[config.mk]
export PLATFORM = sky130hd
export DESIGN_NAME = sha256_byte_stream_hasher_unit
export DESIGN_NICKNAME = d
export VERILOG_FILES = /design/src/hdl/shash_pkg.sv /design/src/hdl/sha256_byte_stream_hasher_unit.sv
export SDC_FILE = /design/constraint.sdc
export NUM_CORES = 2
export LEC_CHECK = 0
export BUFFER_PORTS_ARGS = -buffer_cell sky130_fd_sc_hd__buf_2
export CORE_UTILIZATION = 65
export CTS_CLUSTER_SIZE = 28
export DETAILED_ROUTE_END_ITERATION = 10
export PLACE_DENSITY = 0.88
export SKIP_CTS_REPAIR_TIMING = 1
export SYNTH_ARGS = -nofsm -noshare
export SYNTH_HDL_FRONTEND = slang
export SYNTH_SLANG_ARGS = --single-unit
[constraint.sdc]
create_clock -name clk -period 10.83 [get_ports clk]
set_input_delay 2.7075 -clock clk [delete_from_list [all_inputs] [get_ports clk]]
set_output_delay 2.7075 -clock clk [all_outputs]
set_load 0.02 [all_outputs]
[src/hdl/shash_pkg.sv]
`default_nettype none
package shash_pkg;

  typedef enum logic [4:0] {
    ST_IDLE  = 5'b00001,
    ST_COMP  = 5'b00010,
    ST_FINAL = 5'b00100,
    ST_PAD   = 5'b01000,
    ST_OUT   = 5'b10000
  } state_t;

  typedef enum logic [2:0] {
    PH_NONE = 3'd0,
    PH_80   = 3'd1,
    PH_ZERO = 3'd2,
    PH_LEN  = 3'd3,
    PH_DONE = 3'd4
  } pad_phase_t;

  localparam logic [7:0] PAD_BYTE  = 8'h80;
  localparam logic [5:0] LEN_START = 6'd56;

  function automatic logic [31:0] rotr(input logic [31:0] x, input int n);
    rotr = (x >> n) | (x << (32 - n));
  endfunction

  function automatic logic [31:0] big_sig0(input logic [31:0] x);
    big_sig0 = rotr(x, 2) ^ rotr(x, 13) ^ rotr(x, 22);
  endfunction

  function automatic logic [31:0] big_sig1(input logic [31:0] x);
    big_sig1 = rotr(x, 6) ^ rotr(x, 11) ^ rotr(x, 25);
  endfunction

  function automatic logic [31:0] small_sig0(input logic [31:0] x);
    small_sig0 = rotr(x, 7) ^ rotr(x, 18) ^ (x >> 3);
  endfunction

  function automatic logic [31:0] small_sig1(input logic [31:0] x);
    small_sig1 = rotr(x, 17) ^ rotr(x, 19) ^ (x >> 10);
  endfunction

  function automatic logic [31:0] init_hash(input logic [2:0] i);
    unique case (i)
      3'd0: init_hash = 32'h6a09e667;
      3'd1: init_hash = 32'hbb67ae85;
      3'd2: init_hash = 32'h3c6ef372;
      3'd3: init_hash = 32'ha54ff53a;
      3'd4: init_hash = 32'h510e527f;
      3'd5: init_hash = 32'h9b05688c;
      3'd6: init_hash = 32'h1f83d9ab;
      default: init_hash = 32'h5be0cd19;
    endcase
  endfunction

  function automatic logic [31:0] round_const(input logic [5:0] t);
    unique case (t)
      6'd0:  round_const = 32'h428a2f98;
      6'd1:  round_const = 32'h71374491;
      6'd2:  round_const = 32'hb5c0fbcf;
      6'd3:  round_const = 32'he9b5dba5;
      6'd4:  round_const = 32'h3956c25b;
      6'd5:  round_const = 32'h59f111f1;
      6'd6:  round_const = 32'h923f82a4;
      6'd7:  round_const = 32'hab1c5ed5;
      6'd8:  round_const = 32'hd807aa98;
      6'd9:  round_const = 32'h12835b01;
      6'd10: round_const = 32'h243185be;
      6'd11: round_const = 32'h550c7dc3;
      6'd12: round_const = 32'h72be5d74;
      6'd13: round_const = 32'h80deb1fe;
      6'd14: round_const = 32'h9bdc06a7;
      6'd15: round_const = 32'hc19bf174;
      6'd16: round_const = 32'he49b69c1;
      6'd17: round_const = 32'hefbe4786;
      6'd18: round_const = 32'h0fc19dc6;
      6'd19: round_const = 32'h240ca1cc;
      6'd20: round_const = 32'h2de92c6f;
      6'd21: round_const = 32'h4a7484aa;
      6'd22: round_const = 32'h5cb0a9dc;
      6'd23: round_const = 32'h76f988da;
      6'd24: round_const = 32'h983e5152;
      6'd25: round_const = 32'ha831c66d;
      6'd26: round_const = 32'hb00327c8;
      6'd27: round_const = 32'hbf597fc7;
      6'd28: round_const = 32'hc6e00bf3;
      6'd29: round_const = 32'hd5a79147;
      6'd30: round_const = 32'h06ca6351;
      6'd31: round_const = 32'h14292967;
      6'd32: round_const = 32'h27b70a85;
      6'd33: round_const = 32'h2e1b2138;
      6'd34: round_const = 32'h4d2c6dfc;
      6'd35: round_const = 32'h53380d13;
      6'd36: round_const = 32'h650a7354;
      6'd37: round_const = 32'h766a0abb;
      6'd38: round_const = 32'h81c2c92e;
      6'd39: round_const = 32'h92722c85;
      6'd40: round_const = 32'ha2bfe8a1;
      6'd41: round_const = 32'ha81a664b;
      6'd42: round_const = 32'hc24b8b70;
      6'd43: round_const = 32'hc76c51a3;
      6'd44: round_const = 32'hd192e819;
      6'd45: round_const = 32'hd6990624;
      6'd46: round_const = 32'hf40e3585;
      6'd47: round_const = 32'h106aa070;
      6'd48: round_const = 32'h19a4c116;
      6'd49: round_const = 32'h1e376c08;
      6'd50: round_const = 32'h2748774c;
      6'd51: round_const = 32'h34b0bcb5;
      6'd52: round_const = 32'h391c0cb3;
      6'd53: round_const = 32'h4ed8aa4a;
      6'd54: round_const = 32'h5b9cca4f;
      6'd55: round_const = 32'h682e6ff3;
      6'd56: round_const = 32'h748f82ee;
      6'd57: round_const = 32'h78a5636f;
      6'd58: round_const = 32'h84c87814;
      6'd59: round_const = 32'h8cc70208;
      6'd60: round_const = 32'h90befffa;
      6'd61: round_const = 32'ha4506ceb;
      6'd62: round_const = 32'hbef9a3f7;
      default: round_const = 32'hc67178f2;
    endcase
  endfunction

endpackage
`default_nettype wire

[src/hdl/sha256_byte_stream_hasher_unit.sv]
`default_nettype none
// SHA-256 hasher fed one message byte per request. A request with
// in_end_of_message set closes the message (its byte is hashed first when
// in_byte_present is set); the block then pads, finishes the hash and returns
// the digest as eight requests of 32 bits, word 0 first, before it takes the
// next message. Every 64th byte starts the compression, which runs one round
// per cycle on a single round unit: 64 rounds, then a fold of the result into
// the hash words, with in_ready low throughout. Closing a message pushes the
// padding one byte per cycle through the same buffer port, held while a full
// block is compressed, with an idle step between the zero bytes and the length
// bytes, then runs the closing compression, plus one extra compression when
// the pad spills past byte 55; then the eight digest words leave at one per
// cycle as out_ready allows.
module sha256_byte_stream_hasher_unit (
  input  wire logic        clk,
  input  wire logic        rst_n,
  input  wire logic        in_valid,
  output logic             in_ready,
  input  wire logic [7:0]  in_data_byte,
  input  wire logic        in_byte_present,
  input  wire logic        in_end_of_message,
  output logic             out_valid,
  input  wire logic        out_ready,
  output logic [31:0]      out_digest_word,
  output logic [2:0]       out_word_index,
  output logic             out_last_word
);
  import shash_pkg::*;

  state_t      state_r, state_nxt;
  pad_phase_t  phase_r, phase_nxt;
  logic [5:0]  fill_r, fill_nxt;
  logic [60:0] len_r, len_nxt;
  logic [5:0]  rnd_r, rnd_nxt;
  logic [2:0]  idx_r, idx_nxt;
  logic [31:0] hash_r [8];
  logic [31:0] hash_nxt [8];
  logic [31:0] wv_r [8];
  logic [31:0] wv_nxt [8];
  // block buffer and message schedule window share these words
  logic [31:0] win_r [16];
  logic [31:0] win_nxt [16];

  logic        in_acc, out_acc;
  logic        push_en;
  logic [7:0]  push_byte;
  logic        wrap;
  logic [63:0] bit_len;
  logic [31:0] t1, t2, w_new;

  assign in_acc  = in_valid && in_ready;
  assign out_acc = out_valid && out_ready;
  assign in_ready  = (state_r == ST_IDLE);
  assign out_valid = (state_r == ST_OUT);
  assign out_digest_word = hash_r[idx_r];
  assign out_word_index  = idx_r;
  assign out_last_word   = (idx_r == 3'd7);
  assign bit_len = {len_r, 3'b000};
  assign wrap = push_en && (fill_r == 6'd63);

  // round unit
  always_comb begin
    t1 = wv_r[7] + big_sig1(wv_r[4]) + ((wv_r[4] & wv_r[5]) ^ (~wv_r[4] & wv_r[6]))
         + round_const(rnd_r) + win_r[0];
    t2 = big_sig0(wv_r[0])
         + ((wv_r[0] & wv_r[1]) ^ (wv_r[0] & wv_r[2]) ^ (wv_r[1] & wv_r[2]));
    w_new = small_sig1(win_r[14]) + win_r[9] + small_sig0(win_r[1]) + win_r[0];
  end

  always_comb begin
    state_nxt = state_r;
    phase_nxt = phase_r;
    fill_nxt  = fill_r;
    len_nxt   = len_r;
    rnd_nxt   = rnd_r;
    idx_nxt   = idx_r;
    push_en   = 1'b0;
    push_byte = in_data_byte;
    for (int i = 0; i < 8; i++) begin
      hash_nxt[i] = hash_r[i];
      wv_nxt[i]   = wv_r[i];
    end
    for (int i = 0; i < 16; i++) begin
      win_nxt[i] = win_r[i];
    end

    unique case (state_r)
      ST_IDLE: begin
        if (in_acc) begin
          push_en = in_byte_present;
          if (in_byte_present) begin
            len_nxt = len_r + 61'd1;
          end
          if (in_end_of_message) begin
            phase_nxt = PH_80;
            state_nxt = ST_PAD;
          end
        end
      end
      ST_PAD: begin
        unique case (phase_r)
          PH_80: begin
            push_en   = 1'b1;
            push_byte = PAD_BYTE;
            phase_nxt = PH_ZERO;
          end
          PH_ZERO: begin
            if (fill_r == LEN_START) begin
              phase_nxt = PH_LEN;
            end else begin
              push_en   = 1'b1;
              push_byte = 8'h00;
            end
          end
          PH_LEN: begin
            push_en   = 1'b1;
            push_byte = bit_len[{~fill_r[2:0], 3'b000} +: 8];
            if (fill_r == 6'd63) begin
              phase_nxt = PH_DONE;
            end
          end
          default: begin
            phase_nxt = PH_DONE;
          end
        endcase
      end
      ST_COMP: begin
        for (int i = 0; i < 15; i++) begin
          win_nxt[i] = win_r[i + 1];
        end
        win_nxt[15] = w_new;
        wv_nxt[7] = wv_r[6];
        wv_nxt[6] = wv_r[5];
        wv_nxt[5] = wv_r[4];
        wv_nxt[4] = wv_r[3] + t1;
        wv_nxt[3] = wv_r[2];
        wv_nxt[2] = wv_r[1];
        wv_nxt[1] = wv_r[0];
        wv_nxt[0] = t1 + t2;
        rnd_nxt = rnd_r + 6'd1;
        if (rnd_r == 6'd63) begin
          state_nxt = ST_FINAL;
        end
      end
      ST_FINAL: begin
        for (int i = 0; i < 8; i++) begin
          hash_nxt[i] = hash_r[i] + wv_r[i];
        end
        priority if (phase_r == PH_DONE) begin
          state_nxt = ST_OUT;
        end else if (phase_r == PH_NONE) begin
          state_nxt = ST_IDLE;
        end else begin
          state_nxt = ST_PAD;
        end
      end
      ST_OUT: begin
        if (out_acc) begin
          idx_nxt = idx_r + 3'd1;
          if (idx_r == 3'd7) begin
            for (int i = 0; i < 8; i++) begin
              hash_nxt[i] = init_hash(3'(i));
            end
            len_nxt   = '0;
            phase_nxt = PH_NONE;
            state_nxt = ST_IDLE;
          end
        end
      end
      default: begin
        state_nxt = ST_IDLE;
      end
    endcase

    // byte write into the buffer, big-endian within each word
    if (push_en) begin
      win_nxt[fill_r[5:2]][{~fill_r[1:0], 3'b000} +: 8] = push_byte;
      fill_nxt = fill_r + 6'd1;
    end
    if (wrap) begin
      for (int i = 0; i < 8; i++) begin
        wv_nxt[i] = hash_r[i];
      end
      rnd_nxt   = '0;
      state_nxt = ST_COMP;
    end
  end

  always_ff @(posedge clk) begin
    if (!rst_n) begin
      state_r <= ST_IDLE;
      phase_r <= PH_NONE;
      fill_r  <= '0;
      len_r   <= '0;
      rnd_r   <= '0;
      idx_r   <= '0;
      for (int i = 0; i < 8; i++) begin
        hash_r[i] <= init_hash(3'(i));
      end
    end else begin
      state_r <= state_nxt;
      phase_r <= phase_nxt;
      fill_r  <= fill_nxt;
      len_r   <= len_nxt;
      rnd_r   <= rnd_nxt;
      idx_r   <= idx_nxt;
      for (int i = 0; i < 8; i++) begin
        hash_r[i] <= hash_nxt[i];
      end
    end
  end

  always_ff @(posedge clk) begin
    for (int i = 0; i < 8; i++) begin
      wv_r[i] <= wv_nxt[i];
    end
    for (int i = 0; i < 16; i++) begin
      win_r[i] <= win_nxt[i];
    end
  end

  a_no_overlap: assert property (@(posedge clk) disable iff (!rst_n)
    !(in_ready && out_valid))
    else $error("input and output sides open together");

  a_back_to_idle: assert property (@(posedge clk) disable iff (!rst_n)
    out_valid && out_ready && out_last_word |=> in_ready)
    else $error("not idle after last digest word");

  a_round_end: assert property (@(posedge clk) disable iff (!rst_n)
    (state_r == ST_COMP) && (rnd_r == 6'd63) |=> (state_r == ST_FINAL))
    else $error("compression did not finish after round 63");

  a_len_on_wrap: assert property (@(posedge clk) disable iff (!rst_n)
    (state_r == ST_PAD) && (phase_r == PH_LEN) && (fill_r == 6'd63)
    |=> (state_r == ST_COMP) && (fill_r == 6'd0))
    else $error("length bytes did not close the block");

endmodule
`default_nettype wire

==> impl_metrics.ini <==
[global_route]
grt_max_degree = 249
antenna_found_initial = 7
grt-ovfl-total = 0
grt_pass1_wl_um = 381000
grt_use_total_pct = 42.0
grt_pass1_vias = 65300

[synthesis]
syn-num-nets = 9907
seq_area_frac_synth_pct = 34.0
yosys_most_used_dff = dfxtp_1
synth_cell_type_count = 96
synthArstFlopShare_pct = 0
netlist_area_um2 = 74800
syn_inst = 9301
synth.avg_cell_area_um2 = 8.05
synth-warning-count = 0
synth_edf_count = 256
ys_seq_elements = 1143

[die]
start_util_pct = 65.5
die_area_um2 = 116000
rows = 124
die_x_um = 341
die_h_um = 341
core_um2 = 114000
ios = 52

[pwr]
switching_share_pct = 37.7
seqPwrFrac_pct = 31.7
power_density_nw_per_um2 = 198
comb_power_share_pct = 41.0
p_leak_nw = 34.4
switching_power_mw = 5.94
ir_drop_mv = 0.206
clockPowerShare_pct = 27.3
internal_power_mw = 9.79

[cells_and_area]
multi_input_comb_area_um2 = 45900
seq_area_um2 = 25500
area_growth_pct = 6.07
layout.nets = 9529
drive_gt1_share_pct = 5.98
fillCellCount = 8918

[min_path]
hp-class = flop to flop

[timing]
setup_tns_ns = 0
worst_pin_slew_ns = 1.31
setup_viol_count_final = 0
clock.fmax_mhz = 117
slew-limit-headroom_pct = 12.7
fin_hold_ws_ns = 0.422
hold_violations = 0
slew_violations = 0
min_period_ns = 8.56
skew_ns = 0.0670
fin_crit_sh_pct = 79.1
grt_setup_unrepaired = no

[setup_path]
end_kind = flop
worstReg2RegStart = wv_r[1][26]
r2r-end = wv_r[0][31]
max_stage_delay_ns = 0.59
path_class = flop to flop
critPathCapture = wv_r[0][31]
reg2reg_depth = 31
rrSetupSlack_ns = 2.27
crit_path_start_kind = flop
crit_fanout = 6
cpMaxStageDelayCell = edfxtp_1
critPathLaunch = wv_r[1][26]
cp.arrival_ns = 9.05
cp_data_required_time_ns = 11.32

[clocking]
clock_latency_ns = 0.77
cts_made_buffers = 118
cts_max_path_buffers = 3
clkSinkCount = 1143
htreeDepth = 3
cts_tree = yes
clk_pin_slew_ns = 0.06
cts_root_buf = clkbuf_16

[drt]
dr.pass1.iters = 7
drtAntennaViolNets = 0
wl_um = 252000
drtIter0Drc = 9780
avgRoutedWirePerCell_um = 23.9
drc = 0
via_per_inst = 6.63
num_vias = 69900

[place]
portBuffers = 51
hpwl_um = 180000
globalplace.congestion = 1.04

[outcome]
outcome = completed

[run]
maxCapViolCount = 0
[worst min-delay path by stage]
stage                   from             to  slack [ns]  cells after the start
5_1_grt         win_r[1][71]   win_r[1][39]        0.45                      2
3_5_place_dp   win_r[0][223]  win_r[0][191]        0.46                      2
2_1_floorplan  win_r[1][252]  win_r[1][252]        0.44                      2
4_1_cts         win_r[1][71]   win_r[1][39]        0.42                      2
3_3_place_gp   win_r[0][255]  win_r[0][223]        0.45                      2
6_report        win_r[1][71]   win_r[1][39]        0.42                      2
[logic make-up (layout without fill, tap and decap cells)]
kind of cell | Yosys count | after routing | synth area share, %
xor+xnor | 615 | 615 | 7.20
flops | 1143 | 1143 | 34.0
buf+inv | 948 | 673 | 4.89
compound gates | 2200 | 2200 | 18.4
mux | 167 | 167 | 3.63
fa+ha+maj | 594 | 594 | 11.9
other cells | 0 | 1 | 0
simple gates | 3634 | 3634 | 20.0
[flip-flops by register name, summed over array words and instances (netlist names), named ones only]
register	flops
fill_r	6
hash_r	256
len_r	61
out_word_index	3
phase_r	3
rnd_r	6
state_r	5
win_r	512
wv_r	256
[per-stage QoR]
step                      cell area, um2  power (mW)  setup slack, ns  util, %  std cells
after detailed placement           75300        11.3             2.48     65.9      10300
after global placement             75300        11.1             2.58     65.9      10300
after CTS                          79400        15.5             2.48     69.5      10500
after floorplan                    74800        9.74            0.966        -       9301
final                              79400        15.7             2.27     69.5      10500
after global routing               79400        16.5             1.90     69.5      10500
[layout by cell type (no fill, tap or decap), drive strengths merged, types with 63 or more instances in the layout]
cell type,instances
mux2,64
a21o,194
o22ai,102
o21ai,432
inv,332
nand3,110
buf,124
nand2,2099
nor2,972
xnor2,395
dfxtp,887
mux4,77
fa,195
edfxtp,256
a21oi,457
a31oi,538
clkbuf,164
nor3,84
nand2b,63
ha,397
xor2,220
[power groups by stage]
stage | combinational, mW | sequential (mW) | clock [mW]
2_1_floorplan | 4.79 | 4.95 | 0
3_3_place_gp | 6.07 | 5.06 | 0
3_5_place_dp | 6.18 | 5.07 | 0
4_1_cts | 6.26 | 4.98 | 4.29
5_1_grt | 7.08 | 5.00 | 4.45
6_report | 6.45 | 4.99 | 4.29
[Yosys cell counts (52+ instances only)]
library cell | n | area share [%]
mux2_2 | 64 | 0.96
fa_1 | 195 | 5.2
o22ai_1 | 102 | 0.85
clkbuf_1 | 521 | 2.6
nand2_1 | 2097 | 11
o21a_1 | 60 | 0.60
nor2_1 | 968 | 4.9
o21ai_0 | 424 | 2.8
xnor2_1 | 395 | 4.6
mux4_2 | 77 | 2.3
xor2_1 | 220 | 2.6
edfxtp_1 | 256 | 10
or3_1 | 52 | 0.43
inv_1 | 324 | 1.6
a22oi_1 | 61 | 0.61
a31oi_1 | 538 | 4.5
a21o_1 | 194 | 1.9
ha_1 | 397 | 6.6
nand3_1 | 109 | 0.73
and2_1 | 55 | 0.46
a21oi_1 | 456 | 3.0
nor3_1 | 84 | 0.56
nor2b_1 | 54 | 0.45
a211oi_1 | 55 | 0.55
nand2b_1 | 63 | 0.53
dfxtp_1 | 887 | 24
buf_2 | 63 | 0.42
[worst max-delay path: cells and delay by family, from the launching register on]
family | cells | cell delay [ns]
flip-flops | 1 | 0.59
adder cells (fa/ha/maj) | 7 | 2.78
AO/OA/AOI/OAI | 11 | 2.77
buffers and inverters | 5 | 0.33
XOR/XNOR | 5 | 1.10
AND/OR/NAND/NOR | 3 | 0.71
[layout make-up]
type	instances	share of cell area, %
multi-input combinational	7210	57.8
sequential	1143	32.1
clock buffer	164	4.29
tap	1512	2.38
inverter	326	1.54
timing repair buffer	124	1.08
clock inverter	59	0.832
antenna	1	0.00315
[per-layer routing]
layer,up-vias,wire length [um],track usage [%]
li1,31400,-,-
met2,4657,106000,62.3
met3,1057,32700,11.3
met4,10,18900,26.3
met1,32800,94500,54.3
met5,-,68,0
Note: power is estimated with default switching activity, not from simulation.
